`src/rtl/sonar_sweep_ranger_assert.svh`:
```
// assertion macros for the sonar sweep ranger
`ifndef SONAR_SWEEP_RANGER_ASSERT_SVH
`define SONAR_SWEEP_RANGER_ASSERT_SVH

// same-cycle implication
`define SSR_ASSERT_IMP(label, clk, rst_n, ante, cons, msg) \
	label: assert property (@(posedge clk) disable iff (!rst_n) (ante) |-> (cons)) \
		else $error(msg);

// next-cycle implication
`define SSR_ASSERT_NXT(label, clk, rst_n, ante, cons, msg) \
	label: assert property (@(posedge clk) disable iff (!rst_n) (ante) |=> (cons)) \
		else $error(msg);

`endif

```
`src/rtl/ssr_pkg.sv`:
```
`default_nettype none

package ssr_pkg;

	localparam int ANGLE_W = 8;
	localparam int STEP_W  = 5;
	localparam int DIST_W  = 11;
	localparam int ECHO_W  = 16;
	localparam int PTICK_W = 4;
	localparam int PROD_W  = 27;
	localparam int DIST_SHIFT = 16;
	localparam logic [PROD_W-1:0] DIST_MUL = 27'd1124;

	typedef enum logic [1:0] {
		REG_SWEEP_LO   = 2'd0,
		REG_SWEEP_HI   = 2'd1,
		REG_STEP_ANGLE = 2'd2,
		REG_LOCK_SWEEP = 2'd3
	} ssr_reg_t;

	typedef struct packed {
		logic [ANGLE_W-1:0] sweep_lo;
		logic [ANGLE_W-1:0] sweep_hi;
		logic [STEP_W-1:0]  step_angle;
		logic               lock_sweep;
	} ssr_cfg_t;

	typedef struct packed {
		logic [ANGLE_W-1:0] angle;
		logic               down;
	} ssr_move_t;

	typedef struct packed {
		logic sample_start;
		logic echo_level;
	} ssr_in_t;

	typedef struct packed {
		logic               trig_level;
		logic [ANGLE_W-1:0] servo_angle;
		logic [DIST_W-1:0]  distance_cm;
		logic               measure_done;
		logic               timed_out;
		logic               busy_res;
	} ssr_out_t;

endpackage

`default_nettype wire

```
`src/rtl/sonar_sweep_ranger.sv`:
```
// channel  | direction | payload            | handshake
// sample   | in        | ssr_in_t           | sample_valid / sample_ready
// result   | out       | ssr_out_t          | result_valid / result_ready
// cfg      | in        | cfg_index, cfg_data | cfg_valid / cfg_ready
//
// one tick per cycle while sample_ready is high: each sample transaction updates the sequencer and
// writes one result into the output register in the same cycle
// sample_ready is held low only while a result waits and result_ready is low
// arst_n clears sequencer, sweep state, stored distance and output valid; cfg regs go to reset values
// cfg writes are always taken
`default_nettype none
`include "sonar_sweep_ranger_assert.svh"

module sonar_sweep_ranger #(
	parameter int ECHO_TIMEOUT    = 60000,
	parameter int TRIG_HIGH_TICKS = 10,
	parameter int TRIG_LOW_TICKS  = 2
) (
	input  logic              clk,
	input  logic              arst_n,
	input  logic              sample_valid,
	output logic              sample_ready,
	input  ssr_pkg::ssr_in_t  sample,
	output logic              result_valid,
	input  logic              result_ready,
	output ssr_pkg::ssr_out_t result,
	input  logic              cfg_valid,
	output logic              cfg_ready,
	input  ssr_pkg::ssr_reg_t cfg_index,
	input  logic [7:0]        cfg_data
);

	typedef enum logic [2:0] {
		PH_IDLE  = 3'd0,
		PH_TLOW  = 3'd1,
		PH_THIGH = 3'd2,
		PH_WAIT  = 3'd3,
		PH_COUNT = 3'd4
	} phase_t;

	localparam logic [ssr_pkg::ECHO_W-1:0]  TimeoutLim = ssr_pkg::ECHO_W'(ECHO_TIMEOUT);
	localparam logic [ssr_pkg::PTICK_W-1:0] HighLim    = ssr_pkg::PTICK_W'(TRIG_HIGH_TICKS);
	localparam logic [ssr_pkg::PTICK_W-1:0] LowLim     = ssr_pkg::PTICK_W'(TRIG_LOW_TICKS);

	ssr_pkg::ssr_cfg_t cfg_q;

	phase_t                        phase_q,  phase_d;
	logic [ssr_pkg::PTICK_W-1:0]   ticks_q,  ticks_d;
	logic [ssr_pkg::ECHO_W-1:0]    echo_q,   echo_d;
	logic [ssr_pkg::DIST_W-1:0]    dist_q,   dist_d;
	logic                          tout_q,   tout_d;
	logic [ssr_pkg::ANGLE_W-1:0]   angle_q,  angle_d;
	logic                          down_q,   down_d;
	logic [ssr_pkg::PROD_W-1:0]    prod;
	logic                          trig;
	logic                          done;
	logic                          fin;
	logic                          fin_tout;
	logic                          accept;
	logic                          out_valid_q;
	ssr_pkg::ssr_out_t             result_q;
	ssr_pkg::ssr_move_t            move;
	logic                          out_done;
	logic                          out_trig;
	logic [ssr_pkg::ANGLE_W-1:0]   out_angle;
	logic                          thigh_acc;
	logic                          lock_acc;

	ssr_sweep u_sweep (
		.cfg   (cfg_q),
		.angle (angle_q),
		.down  (down_q),
		.move  (move)
	);

	assign cfg_ready    = 1'b1;
	assign sample_ready = !out_valid_q || result_ready;
	assign accept       = sample_valid && sample_ready;
	assign result_valid = out_valid_q;
	assign result       = result_q;

	always_comb begin
		phase_d  = phase_q;
		ticks_d  = ticks_q;
		echo_d   = echo_q;
		dist_d   = dist_q;
		tout_d   = tout_q;
		angle_d  = angle_q;
		down_d   = down_q;
		trig     = 1'b0;
		done     = 1'b0;
		fin      = 1'b0;
		fin_tout = 1'b0;
		unique case (phase_q)
			PH_IDLE: begin
				if (sample.sample_start) begin
					if (!cfg_q.lock_sweep) begin
						angle_d = move.angle;
						down_d  = move.down;
					end
					phase_d = PH_TLOW;
					ticks_d = '0;
				end
			end
			PH_TLOW: begin
			end
			PH_THIGH: begin
				trig    = 1'b1;
				ticks_d = ticks_q + 1'b1;
				if (ticks_d >= HighLim) begin
					phase_d = PH_WAIT;
					ticks_d = '0;
				end
			end
			PH_WAIT: begin
				if (sample.echo_level) begin
					echo_d  = ssr_pkg::ECHO_W'(1);
					phase_d = PH_COUNT;
					if (echo_d > TimeoutLim) begin
						fin      = 1'b1;
						fin_tout = 1'b1;
					end
				end
			end
			PH_COUNT: begin
				if (sample.echo_level) begin
					echo_d = echo_q + 1'b1;
					if (echo_d > TimeoutLim) begin
						fin      = 1'b1;
						fin_tout = 1'b1;
					end
				end else begin
					fin = 1'b1;
				end
			end
			default: begin
				phase_d = PH_IDLE;
				ticks_d = '0;
			end
		endcase
		// distance = count * 1124 >> 16
		prod = ssr_pkg::PROD_W'(echo_d) * ssr_pkg::DIST_MUL;
		if (fin) begin
			phase_d = PH_IDLE;
			ticks_d = '0;
			tout_d  = fin_tout;
			dist_d  = prod[ssr_pkg::DIST_SHIFT +: ssr_pkg::DIST_W];
			done    = 1'b1;
		end
		// trigger low phase, start tick counts as the first
		if (phase_d == PH_TLOW) begin
			ticks_d = ticks_d + 1'b1;
			if (ticks_d >= LowLim) begin
				phase_d = PH_THIGH;
				ticks_d = '0;
			end
		end
	end

	always_ff @(posedge clk or negedge arst_n) begin
		if (!arst_n) begin
			cfg_q.sweep_lo   <= '0;
			cfg_q.sweep_hi   <= ssr_pkg::ANGLE_W'(180);
			cfg_q.step_angle <= ssr_pkg::STEP_W'(10);
			cfg_q.lock_sweep <= 1'b0;
		end else if (cfg_valid && cfg_ready) begin
			unique case (cfg_index)
				ssr_pkg::REG_SWEEP_LO:   cfg_q.sweep_lo   <= cfg_data;
				ssr_pkg::REG_SWEEP_HI:   cfg_q.sweep_hi   <= cfg_data;
				ssr_pkg::REG_STEP_ANGLE: cfg_q.step_angle <= cfg_data[ssr_pkg::STEP_W-1:0];
				ssr_pkg::REG_LOCK_SWEEP: cfg_q.lock_sweep <= cfg_data[0];
				default: begin
				end
			endcase
		end
	end

	always_ff @(posedge clk or negedge arst_n) begin
		if (!arst_n) begin
			phase_q     <= PH_IDLE;
			ticks_q     <= '0;
			echo_q      <= '0;
			dist_q      <= '0;
			tout_q      <= 1'b0;
			angle_q     <= '0;
			down_q      <= 1'b0;
			out_valid_q <= 1'b0;
		end else if (accept) begin
			phase_q     <= phase_d;
			ticks_q     <= ticks_d;
			echo_q      <= echo_d;
			dist_q      <= dist_d;
			tout_q      <= tout_d;
			angle_q     <= angle_d;
			down_q      <= down_d;
			out_valid_q <= 1'b1;
		end else if (result_ready) begin
			out_valid_q <= 1'b0;
		end
	end

	always_ff @(posedge clk) begin
		if (accept) begin
			result_q.trig_level   <= trig;
			result_q.servo_angle  <= angle_d;
			result_q.distance_cm  <= dist_d;
			result_q.measure_done <= done;
			result_q.timed_out    <= tout_d;
			result_q.busy_res     <= (phase_d != PH_IDLE);
		end
	end

	assign out_done  = result_valid && result.measure_done;
	assign out_trig  = result_valid && result.trig_level;
	assign out_angle = result.servo_angle;
	assign thigh_acc = accept && (phase_q == PH_THIGH);
	assign lock_acc  = accept && cfg_q.lock_sweep;

	`SSR_ASSERT_IMP(a_done_idle, clk, arst_n, out_done, !result.busy_res, "done while busy")
	`SSR_ASSERT_IMP(a_trig_busy, clk, arst_n, out_trig, result.busy_res, "trigger high while idle")
	`SSR_ASSERT_NXT(a_thigh_trig, clk, arst_n, thigh_acc, out_trig, "trigger phase lost")
	`SSR_ASSERT_NXT(a_lock_hold, clk, arst_n, lock_acc, out_angle == $past(angle_q), "angle moved")

endmodule

`default_nettype wire

```
`src/rtl/ssr_sweep.sv`:
```
`default_nettype none

module ssr_sweep (
	input  ssr_pkg::ssr_cfg_t          cfg,
	input  logic [ssr_pkg::ANGLE_W-1:0] angle,
	input  logic                       down,
	output ssr_pkg::ssr_move_t         move
);

	logic [ssr_pkg::ANGLE_W:0] sum;
	logic [ssr_pkg::ANGLE_W:0] diff;
	logic [ssr_pkg::ANGLE_W:0] step_x;
	logic [ssr_pkg::ANGLE_W:0] max_x;
	logic [ssr_pkg::ANGLE_W:0] min_x;
	logic [ssr_pkg::ANGLE_W:0] v;
	logic                      a_ge_s;
	logic                      nd;

	assign step_x = (ssr_pkg::ANGLE_W+1)'(cfg.step_angle);
	assign max_x  = {1'b0, cfg.sweep_hi};
	assign min_x  = {1'b0, cfg.sweep_lo};
	assign sum    = {1'b0, angle} + step_x;
	assign diff   = {1'b0, angle} - step_x;
	assign a_ge_s = {1'b0, angle} >= step_x;

	always_comb begin
		if (!down) begin
			if (sum < max_x) begin
				v  = sum;
				nd = 1'b0;
			end else begin
				v  = a_ge_s ? diff : '0;
				nd = 1'b1;
			end
		end else begin
			if (a_ge_s && (diff > min_x)) begin
				v  = diff;
				nd = 1'b1;
			end else begin
				v  = sum;
				nd = 1'b0;
			end
		end
		// clamp to bounds, lower bound wins
		if (v > max_x) begin
			v = max_x;
		end
		if (v < min_x) begin
			v = min_x;
		end
		move.angle = v[ssr_pkg::ANGLE_W-1:0];
		move.down  = nd;
	end

endmodule

`default_nettype wire
```
`config.mk`:
```
export PLATFORM = sky130hd
export DESIGN_NAME = sonar_sweep_ranger
export DESIGN_NICKNAME = d
export VERILOG_FILES = /design/src/rtl/ssr_pkg.sv /design/src/rtl/sonar_sweep_ranger.sv /design/src/rtl/ssr_sweep.sv
export VERILOG_INCLUDE_DIRS = /design/src /design/src/rtl
export SDC_FILE = /design/constraint.sdc
export NUM_CORES = 1
export LEC_CHECK = 0
export ABC_AREA = 1
export ABC_CLOCK_PERIOD_IN_PS = 16650
export BUFFER_PORTS_ARGS = -buffer_cell sky130_fd_sc_hd__buf_2
export CORE_ASPECT_RATIO = 1.75
export CORE_MARGIN = 8
export CORE_UTILIZATION = 60
export CTS_BUF_LIST = sky130_fd_sc_hd__clkbuf_16
export DETAILED_ROUTE_END_ITERATION = 16
export PLACE_DENSITY = 0.82
export SLEW_MARGIN = 20
export SYNTH_ARGS = -nofsm -noshare
export SYNTH_HDL_FRONTEND = slang
export SYNTH_SLANG_ARGS = --single-unit
```
`constraint.sdc`:
```
create_clock -name clk -period 16.65 [get_ports clk]
set_clock_uncertainty 0.15 [all_clocks]
set_input_delay 3.33 -clock clk [delete_from_list [all_inputs] [get_ports clk]]
set_output_delay 3.33 -clock clk [all_outputs]
set_load 0.03 [all_outputs]
```
==> results by group, run 1 <==
Outcome
  • Status: finished, final reports clean

Routing
  • Post-route DRC: 0
  • Vias: 7717
  • DR WL met2: 12.3 mm
  • DR WL met3: 781 um
  • Avg Vias per Cell: 5.72
  • DR top layer: met4
  • Post-DRT Antenna Nets: 0
  • WL final: 22.5 mm
  • Post-DR wirelength/cell: 16.7 um
  • First-pass DRT Iterations: 6
  • DR iter-0 viols: 442
  • Wl on met1: 7.66 mm

Layout
  • Fraction of layout cells with a size suffix above 1: 9.97%
  • Inserted Diodes: 0
  • Most frequent cells in the layout: nand2_1, inv_1, ha_1, o21ai_0, nand3_1
  • Most common cell after layout, fill and taps aside: nand2_1
  • Layout area overhead: 7.48%
  • Nets@finish: 1323

STA
  • Tmin final: 7.87 ns
  • Max Clk Rate: 127 MHz
  • Worst slew pin tran: 0.923 ns
  • Unrepaired setup endpoints after global routing: no
  • Final slew viol count: 0
  • Rel. slew slack: 38.5%
  • Final Hold Fails: 0
  • Setup violators final: 0
  • Fin Setup TNS: 0 ns
  • Tcrit/Tclk final: 47.3%

Worst hold path
  • Hold EP: dist_q[6]$_DFFE_PN0P_
  • Hold path start: dist_q[6]$_DFFE_PN0P_
  • Hold Crit Class: flip-flop to flip-flop
  • WHS Path Cells: 2

Floorplanning
  • Row cnt: 57
  • Die height: 173 um
  • Core ar.: 13800 um^2
  • Total Die Area: 18400 um^2
  • Num ports: 43
  • Die X: 106 um
  • Starting density of the core: 61.4%

Synth
  • Yosys warnings: 0
  • Yosys top cell area share: 18.0%
  • EDFF count, synth: 23
  • Seq/Total Area, Yosys: 27.9%
  • Prevailing post-synth register cell: dfrtp_1
  • Largest area contributor in the netlist: dfrtp_1
  • Ys async rst share: 74.4%
  • Cell variety after synth: 54
  • Syn nets: 1292
  • Cell area after synthesis: 8500 um^2
  • Mean Syn Cell Area: 7.48 um^2
  • Mapped Cells: 1137
  • Synthesis-stage register bit count: 90
  • Synth top area cells: dfrtp_1, ha_1, nand2_1

Clock tree
  • Resized Gates After CTS: 0
  • CTS sink cnt: 90
  • TritonCTS buffer count: 9
  • CTS tree: done
  • Post-CTS setup buffers: 0
  • Worst-path clk slew: 0.08 ns
  • Longest Clk Path Bufs: 2
  • Root buffer cell: clkbuf_16
  • Hold Buf Count CTS: 0
  • Clock Latency Late Sink: 0.36 ns
  • H-tree Lvls: 3

Placed design
  • I/O Buffers: 41
  • Routability congestion estimate: 0.953
  • DPL Wire Length: 17.9 mm

Critical path
  • Crit. End Element: flip-flop
  • CP startpoint kind: input port
  • WS Path Type: input port to flip-flop
  • R2R cell count: 38
  • Critical Path AT: 7.84 ns
  • FF-to-FF End: out_angle[7]$_DFFE_PP_
  • Reg2Reg Launch Point: cfg_q[4]$_DFFE_PN1P_
  • CP Max Fanout: 15
  • Worst Path Required: 16.61 ns
  • Register-to-register setup slack: 9.32 ns

Global route
  • Gr usage total: 25.1%
  • Global route overflow: 0
  • Largest net degree at the start of global routing: 68
  • First-pass GRT wire length: 37.0 mm
  • Vias in the first global route: 7990
  • Initial antenna violation count: 0

Run
  • Max Cap Viol: 0
-- cell type report --
cell class / count / area (um^2)
timing repair buffer: 44 / 225
clock inverter: 7 / 87.6
multi-input combinational: 821 / 5240
sequential: 90 / 2370
tap: 177 / 221
clock buffer: 9 / 225
fill: 1200 / 4700
inverter: 202 / 758
-- Yosys cell counts (3+ instances only) --
cell      count
a21oi_1      47
nand3_1      68
buf_2         5
fa_1         24
o22ai_1      13
o21ai_1      14
nand4_1      22
edfxtp_1     23
nand2_1     280
nand2_4       3
nand3_2       4
nor2_2        6
buf_4         6
inv_2         9
nor2_1       58
nand2_2      13
nor2_4        5
xnor2_1       6
a22oi_1       3
nor3_1        5
ha_1        114
o21bai_1      3
clkbuf_1      9
o31ai_1       3
o21ai_0      80
xor2_1       16
dfrtp_1      61
buf_1         3
inv_1       193
a31oi_1       5
dfstp_2       6
a21o_1        3
-- critical path, cell delays in order --
cell     delay (ns)
buf_2          0.14
inv_1          0.10
nor2_2         0.48
o21ai_0        0.41
ha_1           0.39
ha_1           0.27
inv_1          0.05
fa_1           0.52
inv_1          0.05
fa_1           0.42
ha_1           0.42
nand4_1        0.16
nor3_1         0.34
nand2_1        0.12
nand2_2        0.10
nand2_1        0.07
nand2_2        0.07
nand2_1        0.09
nand2_1        0.07
nand2_1        0.05
nand3_1        0.12
nand2_1        0.07
-- layer usage --
layer / GRT usage (%) / vias up
li1: - / 3759
met3: 3.83 / 130
met2: 47.1 / 265
met5: 0 / -
met4: 20.8 / 0
met1: 22.7 / 3563
-- cells by family (layout without fill, tap and decap cells) --
| logic type | Yosys count | after routing | synth area share [%] |
|---|---|---|---|
| AO/OA/AOI/OAI | 186 | 186 | 12.3 |
| XOR/XNOR | 22 | 22 | 2.27 |
| adder cells (fa/ha/maj) | 138 | 138 | 22.4 |
| buffers and inverters | 226 | 262 | 10.4 |
| flip-flops | 90 | 90 | 27.9 |
| other | 1 | 1 | 0.0441 |
| AND/OR/NAND/NOR | 474 | 474 | 24.6 |
-- metrics by stage --
| stage | worst slack [ns] | cell area, um^2 | cells | utilization [%] | hold WS, ns |
|---|---|---|---|---|---|
| finish | 8.78 | 9140 | 1350 | 66.0 | 0.328 |
| global route | 8.43 | 9140 | 1350 | 66.0 | 0.367 |
| detailed placement | 8.46 | 8820 | 1334 | 63.8 | 0.315 |
| floorplan | 9.22 | 8500 | 1137 | - | 0.291 |
| CTS | 8.82 | 9130 | 1350 | 66.0 | 0.331 |
| global placement | 8.57 | 8820 | 1333 | 63.7 | 0.306 |
-- how the worst max path moves through the flow --
stage	startpoint	end	slack, ns
3_5_place_dp	sample[0]	result[10]$_DFFE_PP_	8.46
2_1_floorplan	sample[0]	result[8]$_DFFE_PP_	9.22
6_report	sample[0]	result[10]$_DFFE_PP_	8.78
5_1_grt	sample[0]	result[10]$_DFFE_PP_	8.43
3_3_place_gp	sample[0]	result[10]$_DFFE_PP_	8.57
4_1_cts	sample[0]	result[10]$_DFFE_PP_	8.82
-- sequential cells by signal, summed over array words and instances (netlist names) --
name / cells
cfg_q: 22
down_q: 1
tout_q: 1
phase_q: 3
echo_q: 16
result: 15
angle_q: 8
out_angle: 8
ticks_q: 4
dist_q: 11
result_valid: 1
Power of run 1 is not shown: default switching activity piles up to over one toggle a cycle in this logic, so the estimate is an artifact.
==> inputs of run 2 (changes only) <==
ABC_CLOCK_PERIOD_IN_PS = 7300   (was 16650)
clock period = 7.3 ns   (was 16.65 ns; I/O delays follow)
==> run 2 against run 1 <==
Against the previous run:
- design area grew 0.14%
- worst hold slack gained 0.0071 ns
- flip-flop and latch count stayed put
- largest cell class unchanged
==> results by group, run 2 (synthesis gave the netlist of run 1 again) <==
Floorplanning
  • Starting density of the core: 61.4%
  • Die height: 173 um
  • Core ar.: 13800 um^2
  • Num ports: 43
  • Total Die Area: 18400 um^2
  • Die X: 106 um
  • Row cnt: 57

Critical path
  • FF-to-FF End: out_angle[6]$_DFFE_PP_
  • Register-to-register setup slack: 0.47 ns
  • CP delay by family, top: compound AO/OA/AOI/OAI gates
  • Crit-path max cell delay: 0.55 ns
  • Crit. End Element: flip-flop
  • WS Path Type: flip-flop to flip-flop
  • Critical path buffer and inverter count: 7
  • CP Max Fanout: 14
  • Most frequent CP cell: inv_1
  • Reg2Reg Launch Point: cfg_q[4]$_DFFE_PN1P_
  • Critical Path AT: 6.76 ns
  • Critical path depth in cells: 37
  • CP startpoint kind: flip-flop
  • Worst Path Required: 7.22 ns
  • R2R cell count: 37
  • Crit-path slowest cell: dfstp_2

Clock tree
  • CTS sink cnt: 90
  • H-tree Lvls: 3
  • Clock Latency Late Sink: 0.35 ns
  • Longest Clk Path Bufs: 2
  • CTS tree: done
  • TritonCTS buffer count: 9
  • Worst-path clk slew: 0.07 ns
  • Root buffer cell: clkbuf_16

Global route
  • Global route overflow: 0
  • Largest net degree at the start of global routing: 69
  • Gr usage total: 25.3%
  • First-pass GRT wire length: 37.2 mm
  • Vias in the first global route: 7950
  • Initial antenna violation count: 0

STA
  • Final WS setup: 0.466 ns
  • Rel. slew slack: 41.3%
  • Final Hold Fails: 0
  • Hold_ws: 0.335 ns
  • Unrepaired setup endpoints after global routing: no
  • Worst slew pin tran: 0.881 ns
  • Fin Setup TNS: 0 ns
  • Setup violators final: 0
  • Tcrit/Tclk final: 93.6%
  • Final slew viol count: 0
  • Max Clk Rate: 146 MHz
  • Tmin final: 6.83 ns

Layout
  • Most common cell after layout, fill and taps aside: nand2_1
  • Most frequent cells in the layout: nand2_1, inv_1, ha_1, o21ai_0, nand3_1
  • Final non-filler cell total: 1351
  • Inserted Diodes: 0
  • Top reg by flops: cfg_q
  • Fillers: 1214
  • Fraction of layout cells with a size suffix above 1: 10.1%
  • Layout area overhead: 7.62%
  • Nets@finish: 1324
  • Max reg flops: 22

Placed design
  • Inst Count DP: 1335
  • DPL Wire Length: 18.5 mm
  • I/O Buffers: 41
  • Routability congestion estimate: 0.997
  • Dpl ws: 0.569 ns

Worst hold path
  • Hold path start: dist_q[6]$_DFFE_PN0P_
  • Hold Crit Class: flip-flop to flip-flop
  • Hold EP: dist_q[6]$_DFFE_PN0P_
  • WHS Path Cells: 2

Run
  • Max Cap Viol: 0

Routing
  • WL final: 22.9 mm
  • First-pass DRT Iterations: 6
  • Post-DR wirelength/cell: 17.0 um
  • Post-DRT Antenna Nets: 0
  • Post-route DRC: 0
  • DR iter-0 viols: 532
  • Avg Vias per Cell: 5.68
  • Vias: 7676

Outcome
  • Status: finished, final reports clean
-- run 2: how the worst max path moves through the flow --
stage / startpoint / endpoint / slack, ns
after floorplan: cfg_q[4]$_DFFE_PN1P_ / out_angle[0]$_DFFE_PP_ / 1.03
after global placement: cfg_q[4]$_DFFE_PN1P_ / out_angle[5]$_DFFE_PP_ / 0.73
after detailed placement: cfg_q[4]$_DFFE_PN1P_ / out_angle[6]$_DFFE_PP_ / 0.57
after CTS: cfg_q[4]$_DFFE_PN1P_ / out_angle[6]$_DFFE_PP_ / 0.54
after global routing: cfg_q[4]$_DFFE_PN1P_ / out_angle[6]$_DFFE_PP_ / 0.01
final: cfg_q[4]$_DFFE_PN1P_ / out_angle[6]$_DFFE_PP_ / 0.47
-- run 2: tightest hold or removal path: cells and delay by family (launching register included) --
family | cells | cell delay, ns
flip-flops | 1 | 0.34
AND/OR/NAND/NOR | 2 | 0.12
-- run 2: what timing repair did --
item	in CTS	in global routing
buffers inserted	0	0
resized for setup	0	2
endpoints found under the hold margin	0	0
endpoints found under the setup margin	0	10
hold buffers	0	0
-- run 2: layout make-up --
| class | count | area, um^2 | share of cell area, % |
|---|---|---|---|
| well taps | 177 | 221 | 2.42 |
| flip-flops and latches | 90 | 2370 | 26.0 |
| inverters | 202 | 758 | 8.29 |
| clock inverters | 7 | 77.6 | 0.848 |
| clock buffers | 9 | 225 | 2.46 |
| repair buffers | 45 | 235 | 2.57 |
| multi-input cells | 821 | 5260 | 57.5 |
-- run 2: metal layers --
metal	global-route usage [%]	part of all wire (%)
met5	0	0
met4	21.1	8.3
met3	2.57	3.5
met2	48.5	55
met1	22.8	33
-- run 2: per-stage QoR --
step / cell area, um^2 / utilization, %
2_1_floorplan: 8500 / -
3_3_place_gp: 8830 / 63.8
3_5_place_dp: 8830 / 63.8
4_1_cts: 9130 / 66.0
5_1_grt: 9150 / 66.1
6_report: 9150 / 66.1
Power of run 2 is left out for the same reason.
